## src/hdl/osa_pkg.sv

```systemverilog
// Shared types and codes for the owner-tagged slot allocator.
package osa_pkg;

  localparam int ACTION_W = 2;
  localparam int USER_W   = 8;
  localparam int SLOT_W   = 5;
  localparam int STATUS_W = 2;
  localparam int CFG_W    = 5;

  localparam logic [CFG_W-1:0] CFG_RESET = 5'd5;

  localparam logic [ACTION_W-1:0] ACT_FIRST   = 2'd0;
  localparam logic [ACTION_W-1:0] ACT_NAMED   = 2'd1;
  localparam logic [ACTION_W-1:0] ACT_RELEASE = 2'd2;

  localparam logic [STATUS_W-1:0] STAT_DONE    = 2'd0;
  localparam logic [STATUS_W-1:0] STAT_REFUSED = 2'd1;
  localparam logic [STATUS_W-1:0] STAT_RANGE   = 2'd2;

  typedef enum logic [2:0] {
    ST_IDLE,
    ST_SCAN,
    ST_CHECK,
    ST_OWNER,
    ST_FIN
  } osa_state_t;

endpackage

```

## src/hdl/osa_if.sv

```systemverilog
// Handshake channels of the slot allocator: request, result and configuration.
interface osa_in_if import osa_pkg::*; ();
  logic                valid;
  logic                ready;
  logic [ACTION_W-1:0] action;
  logic [USER_W-1:0]   user_id;
  logic [SLOT_W-1:0]   slot_number;
  modport source (output valid, action, user_id, slot_number, input ready);
  modport sink   (input valid, action, user_id, slot_number, output ready);
endinterface

interface osa_out_if import osa_pkg::*; ();
  logic                valid;
  logic                ready;
  logic [STATUS_W-1:0] status;
  logic [SLOT_W-1:0]   slot_number_res;
  modport source (output valid, status, slot_number_res, input ready);
  modport sink   (input valid, status, slot_number_res, output ready);
endinterface

interface osa_cfg_if import osa_pkg::*; ();
  logic             valid;
  logic             ready;
  logic [CFG_W-1:0] data;
  modport source (output valid, data, input ready);
  modport sink   (input valid, data, output ready);
endinterface

```

## src/hdl/osa_ram.sv

```systemverilog
// Generic single-write, single-read RAM with registered read data.
module osa_ram #(
  parameter int WIDTH = 8,
  parameter int DEPTH = 16
) (
  input  logic                                    clk,
  input  logic                                    we,
  input  logic [(DEPTH > 1 ? $clog2(DEPTH) : 1)-1:0] waddr,
  input  logic [WIDTH-1:0]                        wdata,
  input  logic [(DEPTH > 1 ? $clog2(DEPTH) : 1)-1:0] raddr,
  output logic [WIDTH-1:0]                        rdata
);

  logic [WIDTH-1:0] mem [DEPTH];
  logic [WIDTH-1:0] rdata_r;

  always_ff @(posedge clk) begin
    if (we) begin
      mem[waddr] <= wdata;
    end
    rdata_r <= mem[raddr];
  end

  assign rdata = rdata_r;

endmodule

```

## src/hdl/owner_tagged_slot_allocator_top.sv

```systemverilog
// Top level of the owner-tagged slot allocator.
//
// Channels: in_ch takes request words (action, user_id, slot_number);
// out_ch returns one result word (status, slot_number_res) per request;
// cfg_ch writes slots_in_use and is always ready. Write it only when idle.
// Every channel moves a word at a clock edge where valid and ready are high.
//
// Timing: one request at a time. Reserve-first walks the reserved flags one
// slot per cycle, from slot 1 until it finds a free one or passes the last
// active slot. Reserve-named checks its slot in the CHECK state; release adds
// an OWNER state for the owner RAM read. in_ch.ready is high only while the
// sequencer is idle.
//
// The result sits in an output register: a new request is taken while it
// waits, and the sequencer holds in its final step until out_ch drains.
//
// Reset (rst_n low, synchronous) frees every slot, clears the sequencer and
// the output valid flag, and sets slots_in_use to 5.
module owner_tagged_slot_allocator_top import osa_pkg::*; #(
  parameter int NUM_SLOTS = 16,
  parameter int USER_BITS = 8
) (
  input logic       clk,
  input logic       rst_n,
  osa_in_if.sink    in_ch,
  osa_out_if.source out_ch,
  osa_cfg_if.sink   cfg_ch
);

  localparam int IDX_W = (NUM_SLOTS > 1) ? $clog2(NUM_SLOTS) : 1;

  osa_state_t state_r, state_nxt;

  logic [CFG_W-1:0]     cfg_r;
  logic [NUM_SLOTS-1:0] rsv_r;
  logic [ACTION_W-1:0]  act_r, act_nxt;
  logic [USER_BITS-1:0] user_r, user_nxt;
  logic [SLOT_W-1:0]    k_r, k_nxt;
  logic [STATUS_W-1:0]  stat_r, stat_nxt;
  logic [SLOT_W-1:0]    res_r, res_nxt;
  logic                 out_valid_r;
  logic [STATUS_W-1:0]  out_stat_r;
  logic [SLOT_W-1:0]    out_res_r;

  logic [SLOT_W-1:0]    count;
  logic [IDX_W-1:0]     idx;
  logic                 k_in_range;
  logic                 rsv_bit;
  logic                 slot_free;
  logic [USER_BITS-1:0] owner_rd;
  logic [USER_BITS-1:0] owner_eff;
  logic                 in_acc;
  logic                 out_load;
  logic                 rsv_set;
  logic                 rsv_clr;

  // clamp active count to the table size
  always_comb begin
    if ({4'b0, cfg_r} > 9'(NUM_SLOTS)) begin
      count = SLOT_W'(NUM_SLOTS);
    end else begin
      count = cfg_r;
    end
  end

  assign idx        = IDX_W'(k_r - SLOT_W'(1));
  assign k_in_range = (k_r != '0) && (k_r <= count);
  assign rsv_bit    = (32'(idx) < NUM_SLOTS) ? rsv_r[idx] : 1'b1;
  assign slot_free  = !rsv_bit;
  assign owner_eff  = rsv_bit ? owner_rd : '0;
  assign in_acc     = in_ch.valid && in_ch.ready;
  assign out_load   = (state_r == ST_FIN) && (!out_valid_r || out_ch.ready);

  assign in_ch.ready  = (state_r == ST_IDLE);
  assign cfg_ch.ready = 1'b1;

  assign out_ch.valid           = out_valid_r;
  assign out_ch.status          = out_stat_r;
  assign out_ch.slot_number_res = out_res_r;

  osa_ram #(
    .WIDTH (USER_BITS),
    .DEPTH (NUM_SLOTS)
  ) u_owner_ram (
    .clk   (clk),
    .we    (rsv_set),
    .waddr (idx),
    .wdata (user_r),
    .raddr (idx),
    .rdata (owner_rd)
  );

  // next state
  always_comb begin
    state_nxt = state_r;
    unique case (state_r)
      ST_IDLE: begin
        if (in_acc) begin
          unique case (in_ch.action)
            ACT_FIRST:               state_nxt = ST_SCAN;
            ACT_NAMED, ACT_RELEASE:  state_nxt = ST_CHECK;
            default:                 state_nxt = ST_FIN;
          endcase
        end
      end
      ST_SCAN: begin
        if (!k_in_range || slot_free) begin
          state_nxt = ST_FIN;
        end
      end
      ST_CHECK: begin
        if (!k_in_range || act_r == ACT_NAMED) begin
          state_nxt = ST_FIN;
        end else begin
          state_nxt = ST_OWNER;
        end
      end
      ST_OWNER: state_nxt = ST_FIN;
      ST_FIN: begin
        if (out_load) begin
          state_nxt = ST_IDLE;
        end
      end
      default: state_nxt = ST_IDLE;
    endcase
  end

  // datapath controls
  always_comb begin
    act_nxt  = act_r;
    user_nxt = user_r;
    k_nxt    = k_r;
    stat_nxt = stat_r;
    res_nxt  = res_r;
    rsv_set  = 1'b0;
    rsv_clr  = 1'b0;
    unique case (state_r)
      ST_IDLE: begin
        if (in_acc) begin
          act_nxt  = in_ch.action;
          user_nxt = USER_BITS'(in_ch.user_id);
          k_nxt    = (in_ch.action == ACT_FIRST) ? SLOT_W'(1) : in_ch.slot_number;
          stat_nxt = STAT_REFUSED;
          res_nxt  = '0;
        end
      end
      ST_SCAN: begin
        if (k_in_range) begin
          if (slot_free) begin
            rsv_set  = 1'b1;
            stat_nxt = STAT_DONE;
            res_nxt  = k_r;
          end else begin
            k_nxt = k_r + SLOT_W'(1);
          end
        end
      end
      ST_CHECK: begin
        res_nxt = k_r;
        if (!k_in_range) begin
          stat_nxt = STAT_RANGE;
        end else if (act_r == ACT_NAMED && slot_free) begin
          rsv_set  = 1'b1;
          stat_nxt = STAT_DONE;
        end
      end
      ST_OWNER: begin
        if (owner_eff == user_r) begin
          rsv_clr  = 1'b1;
          stat_nxt = STAT_DONE;
        end
      end
      ST_FIN: begin
      end
      default: begin
      end
    endcase
  end

  always_ff @(posedge clk) begin
    if (!rst_n) begin
      state_r     <= ST_IDLE;
      cfg_r       <= CFG_RESET;
      rsv_r       <= '0;
      out_valid_r <= 1'b0;
    end else begin
      state_r <= state_nxt;
      if (cfg_ch.valid && cfg_ch.ready) begin
        cfg_r <= cfg_ch.data;
      end
      if (rsv_set) begin
        rsv_r[idx] <= 1'b1;
      end else if (rsv_clr) begin
        rsv_r[idx] <= 1'b0;
      end
      if (out_load) begin
        out_valid_r <= 1'b1;
      end else if (out_ch.ready) begin
        out_valid_r <= 1'b0;
      end
    end
  end

  always_ff @(posedge clk) begin
    act_r  <= act_nxt;
    user_r <= user_nxt;
    k_r    <= k_nxt;
    stat_r <= stat_nxt;
    res_r  <= res_nxt;
    if (out_load) begin
      out_stat_r <= stat_r;
      out_res_r  <= res_r;
    end
  end

`ifndef NO_ASSERTIONS
  a_busy_after_accept: assert property (@(posedge clk) disable iff (!rst_n)
    in_acc |=> state_r != ST_IDLE)
    else $error("sequencer idle right after accepting a request");

  a_done_has_slot: assert property (@(posedge clk) disable iff (!rst_n)
    out_valid_r && out_stat_r == STAT_DONE |-> out_res_r != '0)
    else $error("completed request reports no slot");

  a_range_is_outside: assert property (@(posedge clk) disable iff (!rst_n)
    out_valid_r && out_stat_r == STAT_RANGE |-> out_res_r == '0 || out_res_r > count)
    else $error("range error on an active slot");

  a_one_flag_per_cycle: assert property (@(posedge clk) disable iff (!rst_n)
    $past(rst_n) |-> $countones(rsv_r) <= $countones($past(rsv_r)) + 1)
    else $error("more than one slot reserved in a cycle");
`endif

endmodule
```

## src/flat_wrapper.sv

```systemverilog
// flat-port wrapper written by rule: the top's interface ports become plain ports
module owner_tagged_slot_allocator_top_flat import osa_pkg::*;
#(
  parameter int NUM_SLOTS = 16,
  parameter int USER_BITS = 8
)
  (clk, rst_n, in_ch_valid, in_ch_action, in_ch_user_id, in_ch_slot_number, in_ch_ready, out_ch_valid, out_ch_status, out_ch_slot_number_res, out_ch_ready, cfg_ch_valid, cfg_ch_data, cfg_ch_ready);
  osa_in_if in_ch_i ();
  osa_out_if out_ch_i ();
  osa_cfg_if cfg_ch_i ();
  input logic clk;
  input logic rst_n;
  input wire logic [$bits(in_ch_i.valid)-1:0] in_ch_valid;
  input wire logic [$bits(in_ch_i.action)-1:0] in_ch_action;
  input wire logic [$bits(in_ch_i.user_id)-1:0] in_ch_user_id;
  input wire logic [$bits(in_ch_i.slot_number)-1:0] in_ch_slot_number;
  output wire logic [$bits(in_ch_i.ready)-1:0] in_ch_ready;
  output wire logic [$bits(out_ch_i.valid)-1:0] out_ch_valid;
  output wire logic [$bits(out_ch_i.status)-1:0] out_ch_status;
  output wire logic [$bits(out_ch_i.slot_number_res)-1:0] out_ch_slot_number_res;
  input wire logic [$bits(out_ch_i.ready)-1:0] out_ch_ready;
  input wire logic [$bits(cfg_ch_i.valid)-1:0] cfg_ch_valid;
  input wire logic [$bits(cfg_ch_i.data)-1:0] cfg_ch_data;
  output wire logic [$bits(cfg_ch_i.ready)-1:0] cfg_ch_ready;
  assign in_ch_i.valid = in_ch_valid;
  assign in_ch_i.action = in_ch_action;
  assign in_ch_i.user_id = in_ch_user_id;
  assign in_ch_i.slot_number = in_ch_slot_number;
  assign in_ch_ready = in_ch_i.ready;
  assign out_ch_valid = out_ch_i.valid;
  assign out_ch_status = out_ch_i.status;
  assign out_ch_slot_number_res = out_ch_i.slot_number_res;
  assign out_ch_i.ready = out_ch_ready;
  assign cfg_ch_i.valid = cfg_ch_valid;
  assign cfg_ch_i.data = cfg_ch_data;
  assign cfg_ch_ready = cfg_ch_i.ready;
  owner_tagged_slot_allocator_top #(.NUM_SLOTS(NUM_SLOTS), .USER_BITS(USER_BITS)) u_core (.clk(clk), .rst_n(rst_n), .in_ch(in_ch_i), .out_ch(out_ch_i), .cfg_ch(cfg_ch_i));
endmodule
```

## config.mk

```make
export PLATFORM = sky130hd
export DESIGN_NAME = owner_tagged_slot_allocator_top_flat
export DESIGN_NICKNAME = d
export VERILOG_FILES = /design/src/hdl/osa_pkg.sv /design/src/hdl/osa_if.sv /design/src/hdl/osa_ram.sv /design/src/hdl/owner_tagged_slot_allocator_top.sv /design/src/flat_wrapper.sv
export SDC_FILE = /design/constraint.sdc
export NUM_CORES = 1
export LEC_CHECK = 0
export BUFFER_PORTS_ARGS = -buffer_cell sky130_fd_sc_hd__buf_4
export CAP_MARGIN = 20
export CORE_MARGIN = 1.5
export CORE_UTILIZATION = 30
export DETAILED_ROUTE_END_ITERATION = 8
export PLACE_DENSITY = 0.54
export SETUP_SLACK_MARGIN = 0.02
export SLEW_MARGIN = 20
export SYNTH_ARGS = -nofsm -noshare
export SYNTH_HDL_FRONTEND = slang
export SYNTH_SLANG_ARGS = --single-unit
```

## constraint.sdc

```tcl
create_clock -name clk -period 12.1 [get_ports clk]
set_input_delay 1.815 -clock clk [delete_from_list [all_inputs] [get_ports clk]]
set_output_delay 1.815 -clock clk [all_outputs]
set_load 0.02 [all_outputs]
```

* Word-level counts from Yosys, hierarchy flattened
Memories as Yosys holds them, arrays and structs flattened. A register that Yosys moved wholly into a read port is not among the register bits.
Index checks and enable logic that the tools add are counted.
** Storage, ports and cells
- Register bits after elaboration :: 54
- RAM bits :: 128
- Input port bits :: 25
- Output and inout bits :: 10
- Logic and storage cells :: 103
- Memories :: 1
** Memory list
- u_core.u_owner_ram.mem :: depth 16, width 8, rd ports 1, clocked after memory_dff 1, write ports 1, RTL line osa_ram.sv:14 : logic [WIDTH-1:0] mem [DEPTH];
** Operators by class
- Add/subtract/negate cells :: 2
- $lt $le $gt $ge :: 4
- Equality and inequality tests :: 16
- Muxes and demuxes :: 41
- Bitwise operators :: 3
- Reductions and logical operators :: 25
** Operator list (count)
- 2-to-1 mux 5 bit :: 8
- 2-to-1 mux 16 bit :: 2
- AND 16 bit :: 1
- NOT 16 bit :: 1
- OR 16 bit :: 1
- case mux 3 bit (5 select lines) :: 1
- case mux 5 bit (3 select lines) :: 1
- 2-to-1 mux 1 bit :: 12
- 2-to-1 mux 2 bit :: 6
- 2-to-1 mux 3 bit :: 4
- != test 2 x 1 -> 1 bit (second input constant) :: 5
- case mux 5 bit (2 select lines) :: 1
- == test 8 bit :: 1
- 2-to-1 mux 8 bit :: 1
- case mux 2 bit (4 select lines) :: 1
- AND reduction 4 bit :: 2
- == test 3 x 2 -> 1 bit (second input constant) :: 2
- case mux 3 bit (2 select lines) :: 1
- AND reduction 6 bit :: 1
- nonzero test 2 bit :: 3
- adder 5 x 1 -> 5 bit (second input constant) :: 1
- > comparator 5 bit (second input constant) :: 1
- less-or-equal comparator 5 bit :: 1
- logical AND 1 bit :: 5
- 22 further kinds :: 28

* Longest topological paths before layout
Gate-level depths: netlist of run 1.
- Word-level depth :: 10
- Gate-level depth with buffers :: 14
- Depth with buffers taken out :: 10

* Cells and area by module
A second synthesis of run 1 with hierarchy kept.
** Unflattened totals
- Cell total of the unflattened synthesis :: 489
- Area, all modules :: 8050.2 um2
** Modules (own cells, without submodules)
- osa_ram :: instances 1, cells an instance 229, area each 5147.4 um2, sequential area each 4003.8 um2
- owner_tagged_slot_allocator_top :: instances 1, cells an instance 260, area each 2902.8 um2, sequential area each 1371.3 um2

* Worst setup path after synthesis of run 1
Ideal clock, no wire load.
- Path type :: reg2reg
- Start point :: register u_core.k_r[0]
- End point :: memory u_core.u_owner_ram.mem[11][0] (enable)
- Setup time :: 332 ps
- Arrival :: 3586 ps
- Required time :: 11768 ps
- Setup slack :: 8182 ps
- Cell stages (with the launch flop) :: 13
- Path buffers :: 5
- Period minus slack after synthesis :: 3918 ps
- Cells stage by stage :: edfxtp_1 buf_2 buf_2 buf_1 inv_1 ha_1 buf_2 mux4_2 mux2i_1 mux2i_2 nor4b_4 clkbuf_1 and3_1
** On the way
- Cells in the longest elaborated chain, start to end :: 10
- Elaborated cells on any way between the ends :: 15
- Those cells by class :: add/sub: 1; order compare: 1; mux: 9; reduce/logical: 4
** Ends and longest elaborated chain
- from (decl) :: RTL line owner_tagged_slot_allocator_top.sv:38 : logic [SLOT_W-1:0] k_r, k_nxt;
- from (signal assigned) :: RTL line owner_tagged_slot_allocator_top.sv:207 : k_r <= k_nxt;
- subtractor 4 x 1 -> 4 bit :: RTL line owner_tagged_slot_allocator_top.sv:66 : assign idx = IDX_W'(k_r - SLOT_W'(1));
- binary-select mux 1 bit (select 4 bit) :: RTL line owner_tagged_slot_allocator_top.sv:68 : assign rsv_bit = (32'(idx) < NUM_SLOTS) ? rsv_r[idx] : 1'b1;
- 2-to-1 mux 1 bit (implied by the code) :: RTL line owner_tagged_slot_allocator_top.sv:68
- logical NOT 1 bit :: RTL line owner_tagged_slot_allocator_top.sv:69 : assign slot_free = !rsv_bit;
- logical AND 1 bit :: RTL line owner_tagged_slot_allocator_top.sv:162 : end else if (act_r == ACT_NAMED && slot_free) begin
- 2-to-1 mux 1 bit :: RTL line owner_tagged_slot_allocator_top.sv:162
- 2-to-1 mux 1 bit :: RTL line owner_tagged_slot_allocator_top.sv:160 : if (!k_in_range) begin
- case mux 1 bit (2 select lines) :: RTL line owner_tagged_slot_allocator_top.sv:137 : unique case (state_r)
- 2-to-1 mux 1 bit :: RTL line osa_ram.sv:18 : if (we) begin
- 2-to-1 mux 1 bit (implied by the code) :: RTL line osa_ram.sv:19 : mem[waddr] <= wdata;
- to (decl) :: RTL line osa_ram.sv:14
Several ways; a longest one is shown, not always the timed one. The select of a mux whose other input is x is not followed.

* Worst setup path after layout of run 1
- Start point :: register u_core.k_r[0]
- End point :: memory u_core.u_owner_ram.mem[0][1] (enable)
The elaborated chain is that of the path after synthesis.

==> results.py, run 1 <==
metrics = {
    "route": {
        "routed_wl_um": 17200,
        "routedWlPerCell_um": 20.1,
        "drt_iter0_markers": 458,
        "vias": 4353,
        "drc": 0,
        "vias_per_cell": 5.09,
        "ant_nets": 0,
        "drt_pre_antenna_iters": 5,
    },
    "synth": {
        "ys_ff_latch": 190,
        "syn_area_mm2": 0.00793,
        "synth_fp_nets": 516,
        "synth_mux_area_frac": 0.138,
        "synth_top_family_by_area": "multiplexers",
        "synth_edf_count": 157,
        "synth_compound_area_frac": 0.0440,
        "ys_types": 44,
        "synth-simple-area-share": 0.0855,
        "synth-adder-area-share": 0.0221,
        "synth_seq_area_share": 0.678,
        "synth_area_per_cell_um2": 16.6,
        "syn_inst": 477,
        "synth_ff_type": "edfxtp_1",
        "yosysWarnings": 0,
        "synth-async-reset-ratio": 0,
        "yosys.area_share.xor_xnor": 0.0110,
    },
    "sta": {
        "rsz0062_at_grt": "false",
        "finalCriticalPeriod_ns": 4.93,
        "post-route-period-util": 0.407,
        "fmax_ghz": 0.203,
        "hold_violations": 0,
        "holdWs_ns": 0.426,
        "max_slew_margin": 0.188,
        "fin_skew_ns": 0.00864,
        "setup_tns_ns": 0,
        "finalSetupViolations": 0,
        "worst_pin_slew_ns": 1.21,
        "maxSlewViolCount": 0,
    },
    "clock_network": {
        "clk_latency_ns": 0.43,
        "clk_path_buf_depth": 2,
        "cts_sinks": 190,
        "clkTransAtPathRegs_ns": 0.07,
        "h-tree-depth": 4,
        "ctsHoldBuffers": 0,
        "cts_tree": "built",
        "ctsResizeCount": 0,
        "cts-buffers-inserted": 17,
        "cts_setup_buffers": 0,
        "clockRootBuffer": "clkbuf_16",
    },
    "layout": {
        "drive_gt1_frac": 0.230,
        "area_delta_synth_final_pct": 15.2,
        "antenna_cells": 0,
        "fin_util": 0.352,
        "nets": 547,
        "fill_cells": 2437,
    },
    "worst_setup_path": {
        "worstPathMaxFanout": 45,
        "path_class": "reg2reg",
        "cp.required_ns": 12.18,
        "cp.arrival_ns": 5.00,
        "crit_path_end_kind": "flip-flop",
        "worst_setup_path_start_kind": "flip-flop",
    },
    "flow_run": {
        "drv_cap": 0,
    },
    "die": {
        "dieArea_mm2": 0.0274,
        "rows": 59,
        "start_util": 0.305,
        "fp.dieW_um": 166,
        "fp.coreArea_mm2": 0.0260,
        "die_h_um": 166,
        "num_io_pins": 35,
    },
    "global_route": {
        "grt_pass1_vias": 4275,
        "grt_max_degree": 46,
        "grt_use_total": 0.132,
        "antenna_found_initial": 0,
        "grt_first_pass_wirelength_um": 26000,
        "overflow": 0,
    },
    "power_and_ir_drop": {
        "p_per_area_mw_per_mm2": 171,
        "totalPowerFinal_mw": 1.56,
        "p_leak_nw": 3.09,
        "ir_worst_vdd_mv": 0.0981,
    },
    "placement": {
        "place_congestion": 0.800,
        "port-buffer-count": 33,
        "dpl.hpwl_um": 11200,
    },
    "min_path": {
        "min-delay-path-class": "reg2reg",
    },
    "status": {
        "status": "completed",
    },
}
[flip-flops by register name, indices dropped and copies added (netlist names), named ones only]
register,flops
u_core.u_owner_ram.mem,128
u_core.u_owner_ram.rdata,8
u_core.user_r,8
u_core.cfg_r,5
u_core.k_r,5
u_core.out_ch.slot_number_res,5
u_core.res_r,5
u_core.state_r,3
u_core.act_r,2
u_core.out_ch.status,2
u_core.stat_r,2
u_core.out_ch.valid,1
[final cells by class]
| cell class | instances | area (um^2) | area share |
|---|---|---|---|
| repair buffers | 38 | 285 | 0.0312 |
| well taps | 335 | 419 | 0.0459 |
| clock buffers | 20 | 437 | 0.0478 |
| inverters | 14 | 52.6 | 0.00575 |
| multi-input cells | 247 | 2400 | 0.263 |
| clock inverters | 12 | 161 | 0.0177 |
| flip-flops and latches | 190 | 5380 | 0.588 |
[cell usage in the layout, fill, tap and decap left out, drive strengths merged, types with 9 or more instances in the layout]
cell type	n
nor2b	13
and3	18
o21ai	16
mux4	44
mux2i	10
buf	38
ha	14
nand3	13
nor2	9
edfxtp	157
clkbuf	20
dfxtp	33
nand2	20
inv	18
nand4	10
[worst max-delay path: stages, from the launching register on]
cell and delay [ns]:
edfxtp_1 0.32, buf_4 0.61, inv_1 0.22, ha_1 0.35
buf_4 0.46, mux4_2 0.58, mux2i_1 0.19, mux2i_2 0.18
nor4b_4 1.04, and3_1 0.59
[cells by family (layout without fill, tap and decap cells)]
kind of cell | count (synthesis) | in the layout
compound gates | 50 | 50
xor+xnor | 10 | 10
fa+ha+maj | 14 | 14
buf+inv | 40 | 84
flops | 190 | 190
mux | 54 | 54
other cells | 1 | 1
simple gates | 118 | 118
[cell usage after synthesis (2+ instances only)]
library cell	instances	area, um^2
edfxtp_1	157	4710
and2_1	7	43.8
o221a_1	8	90.1
xnor2_1	6	52.6
or2_2	4	25.0
o21bai_1	2	15.0
mux4_2	44	991
buf_2	8	40.0
nor4_1	4	25.0
mux2i_1	9	90.1
o21ai_0	12	60.1
nor3_1	5	25.0
nand2_1	20	75.1
or3_1	2	12.5
and3_1	18	113
o21ai_1	4	20.0
nand3_1	13	65.1
nand4_1	10	62.6
nand3b_1	5	37.5
a21oi_1	8	40.0
nand2b_1	5	31.3
nor2b_1	13	81.3
nor2_1	9	33.8
dfxtp_1	33	661
xor2_1	4	35.0
clkbuf_1	16	60.1
inv_1	14	52.6
ha_1	14	175
o211ai_1	8	60.1
[report_power, final]
group          leakage [nW]  switching [mW]  internal, mW
Combinational          1.10           0.116        0.0955
Clock                 0.293           0.239         0.329
Sequential             1.70          0.0338         0.748
Total                  3.09           0.388          1.17
[per-stage QoR]
step / setup WS, ns / instances / instance area [um^2]
floorplan: 8.18 / 477 / 7930
global placement: 7.29 / 824 / 8530
detailed placement: 7.22 / 824 / 8540
CTS: 7.19 / 856 / 9130
global route: 6.87 / 856 / 9130
finish: 7.17 / 856 / 9130
[routing by layer]
metal / global-route usage / routed length [um] / vias up
li1: - / - / 1945
met1: 0.191 / 8140 / 2225
met2: 0.192 / 7820 / 166
met3: 0.0347 / 1050 / 17
met4: 0.0414 / 207 / 0
met5: 0 / 0 / -
[final timing paths]
kind | startpoint | end | slack [ns] | cells past startpoint
max | u_core.k_r[0] | u_core.u_owner_ram.mem[0][1] | 7.17 | 9
min | u_core.res_r[2] | u_core.out_ch.slot_number_res[2] | 0.43 | 0
max reg2reg | u_core.k_r[0] | u_core.u_owner_ram.mem[0][1] | 7.17 | 9
min reg2reg | u_core.res_r[2] | u_core.out_ch.slot_number_res[2] | 0.43 | 0
Power figures use the tool's default switching activity.
==> inputs of run 2 (changes only) <==
--- a/config.mk
+++ b/config.mk
@@ -10,7 +10,7 @@
 export CORE_MARGIN = 1.5
 export CORE_UTILIZATION = 30
 export DETAILED_ROUTE_END_ITERATION = 8
-export PLACE_DENSITY = 0.54
+export PLACE_DENSITY = 0.55
 export SETUP_SLACK_MARGIN = 0.02
 export SLEW_MARGIN = 20
 export SYNTH_ARGS = -nofsm -noshare
==> constraint.sdc (replaced) <==
create_clock -name clk -period 4.05 [get_ports clk]
set_input_delay 0.6075 -clock clk [delete_from_list [all_inputs] [get_ports clk]]
set_output_delay 0.6075 -clock clk [all_outputs]
set_load 0.02 [all_outputs]
==> run 2 against run 1 <==
Effect of this change:
- combinational power increased to 3.1 times the previous value
- cell area about the same
- fmax increased by 49%
- first-iteration DRC count decreased by 34%
- critical path depth decreased by 1
- critical path type unchanged
- largest cell class unchanged
- largest power group unchanged
- highest routed layer unchanged
==> results.py, run 2 (synthesis results as in run 1) <==
metrics = {
    "status": {
        "status": "completed",
    },
    "route": {
        "drt_iter0_markers": 301,
        "drc": 0,
        "drt_pre_antenna_iters": 6,
        "vias": 4262,
        "ant_nets": 0,
        "vias_per_cell": 4.93,
        "routedWlPerCell_um": 19.5,
        "routed_wl_um": 16800,
    },
    "die": {
        "start_util": 0.305,
        "rows": 59,
        "num_io_pins": 35,
        "die_h_um": 166,
        "fp.dieW_um": 166,
        "dieArea_mm2": 0.0274,
        "fp.coreArea_mm2": 0.0260,
    },
    "worst_setup_path": {
        "path_class": "reg2reg",
        "max_stage_delay_ns": 0.55,
        "worst_setup_path_start_kind": "flip-flop",
        "crit_path_end_kind": "flip-flop",
        "cp.required_ns": 4.12,
        "crit_path_top_delay_cell": "mux4_2",
        "crit_chain": "inv_1 -> ha_1 -> mux4_2 -> mux2i_1 -> mux2i_2 -> nor4b_4 -> buf_4 -> and3_1",
        "worstPathMaxFanout": 22,
        "cp.arrival_ns": 3.37,
    },
    "clock_network": {
        "clk_path_buf_depth": 2,
        "ctsResizeCount": 0,
        "cts-buffers-inserted": 17,
        "cts_sinks": 190,
        "cts_setup_buffers": 0,
        "clockRootBuffer": "clkbuf_16",
        "ctsHoldBuffers": 0,
        "clk_latency_ns": 0.43,
        "clkTransAtPathRegs_ns": 0.07,
        "h-tree-depth": 4,
        "cts_tree": "built",
    },
    "layout": {
        "antenna_cells": 0,
        "drive_gt1_frac": 0.242,
        "final_cell_mix": "edfxtp_1, buf_4, mux4_2, dfxtp_1, nand2_1",
        "fill_cells": 2479,
        "nets": 555,
        "top_register": "u_core.u_owner_ram.mem",
        "fin_area_mm2": 0.00914,
        "multi_input_area_mm2": 0.00239,
        "regArea_mm2": 0.00538,
        "area_delta_synth_final_pct": 15.2,
        "stdcell_count": 864,
        "layout_commonest_cell": "edfxtp_1",
        "largest_register_ffs": 128,
    },
    "placement": {
        "port-buffer-count": 33,
        "placed_area_mm2": 0.00858,
        "dpl.hpwl_um": 11300,
        "place_inst": 832,
        "place_congestion": 0.802,
    },
    "sta": {
        "rsz0062_at_grt": "false",
        "finalSetupViolations": 0,
        "fmax_ghz": 0.302,
        "finalCriticalPeriod_ns": 3.31,
        "fin_skew_ns": 0.00873,
        "worst_pin_slew_ns": 0.824,
        "post-route-period-util": 0.816,
        "maxSlewViolCount": 0,
        "hold_violations": 0,
        "max_slew_margin": 0.451,
        "setup_tns_ns": 0,
    },
    "global_route": {
        "grt_max_degree": 35,
        "grt_first_pass_wirelength_um": 25400,
        "grt_use_total": 0.128,
        "overflow": 0,
        "antenna_found_initial": 0,
        "grt_pass1_vias": 4346,
    },
    "power_and_ir_drop": {
        "p_per_area_mw_per_mm2": 496,
        "p_leak_nw": 3.11,
        "ir_worst_vdd_mv": 0.299,
    },
    "flow_run": {
        "drv_cap": 0,
    },
    "min_path": {
        "min-delay-path-class": "in2reg",
    },
}
-- run 2: stage by stage --
step                      utilization  total power, mW  hold slack [ns]  setup WS, ns
after floorplan                     -             2.79            0.400         0.132
after global placement          0.330             3.00            0.414         0.797
after detailed placement        0.330             3.02            0.411         0.718
after CTS                       0.352             4.57            0.337         0.736
after global routing            0.352             4.71            0.331         0.538
final                           0.352             4.53            0.356         0.744
-- run 2: per-layer routing --
layer  routed length, um  global-route usage  vias up
met4                 324              0.0519        0
li1                    -                   -     1959
met2                8030               0.202       99
met5                   0                   0        -
met1                7510               0.172     2186
met3                 945              0.0275       18
-- run 2: cell type report --
| class | count | area share |
|---|---|---|
| clock buffers | 17 | 0.0466 |
| clock inverters | 15 | 0.0142 |
| inverters | 14 | 0.00575 |
| multi-input cells | 247 | 0.261 |
| flip-flops and latches | 190 | 0.588 |
| well taps | 335 | 0.0459 |
| repair buffers | 46 | 0.0378 |
-- run 2: critical path, delay by kind of cell (launching register included) --
kind | cells | cell delay [ns]
buffers and inverters | 2 | 0.38
multiplexers | 3 | 0.99
flip-flops | 1 | 0.34
AND/OR/NAND/NOR | 2 | 0.75
adder cells (fa/ha/maj) | 1 | 0.47
-- run 2: final timing paths --
check | slack (ns) | end | depth (start not counted) | from
worst min-delay path | 0.36 | u_core.user_r[7] | 1 | in_ch_user_id[7]
worst max register to register | 0.74 | u_core.u_owner_ram.mem[1][4] | 8 | u_core.k_r[0]
worst min register to register | 0.42 | u_core.out_ch.slot_number_res[0] | 0 | u_core.res_r[0]
worst max-delay path | 0.74 | u_core.u_owner_ram.mem[1][4] | 8 | u_core.k_r[0]
-- run 2: power by group --
group	internal (mW)	total, mW	switching, mW
registers	2.23	2.32	0.0870
clock network	0.808	1.56	0.755
logic	0.295	0.649	0.354
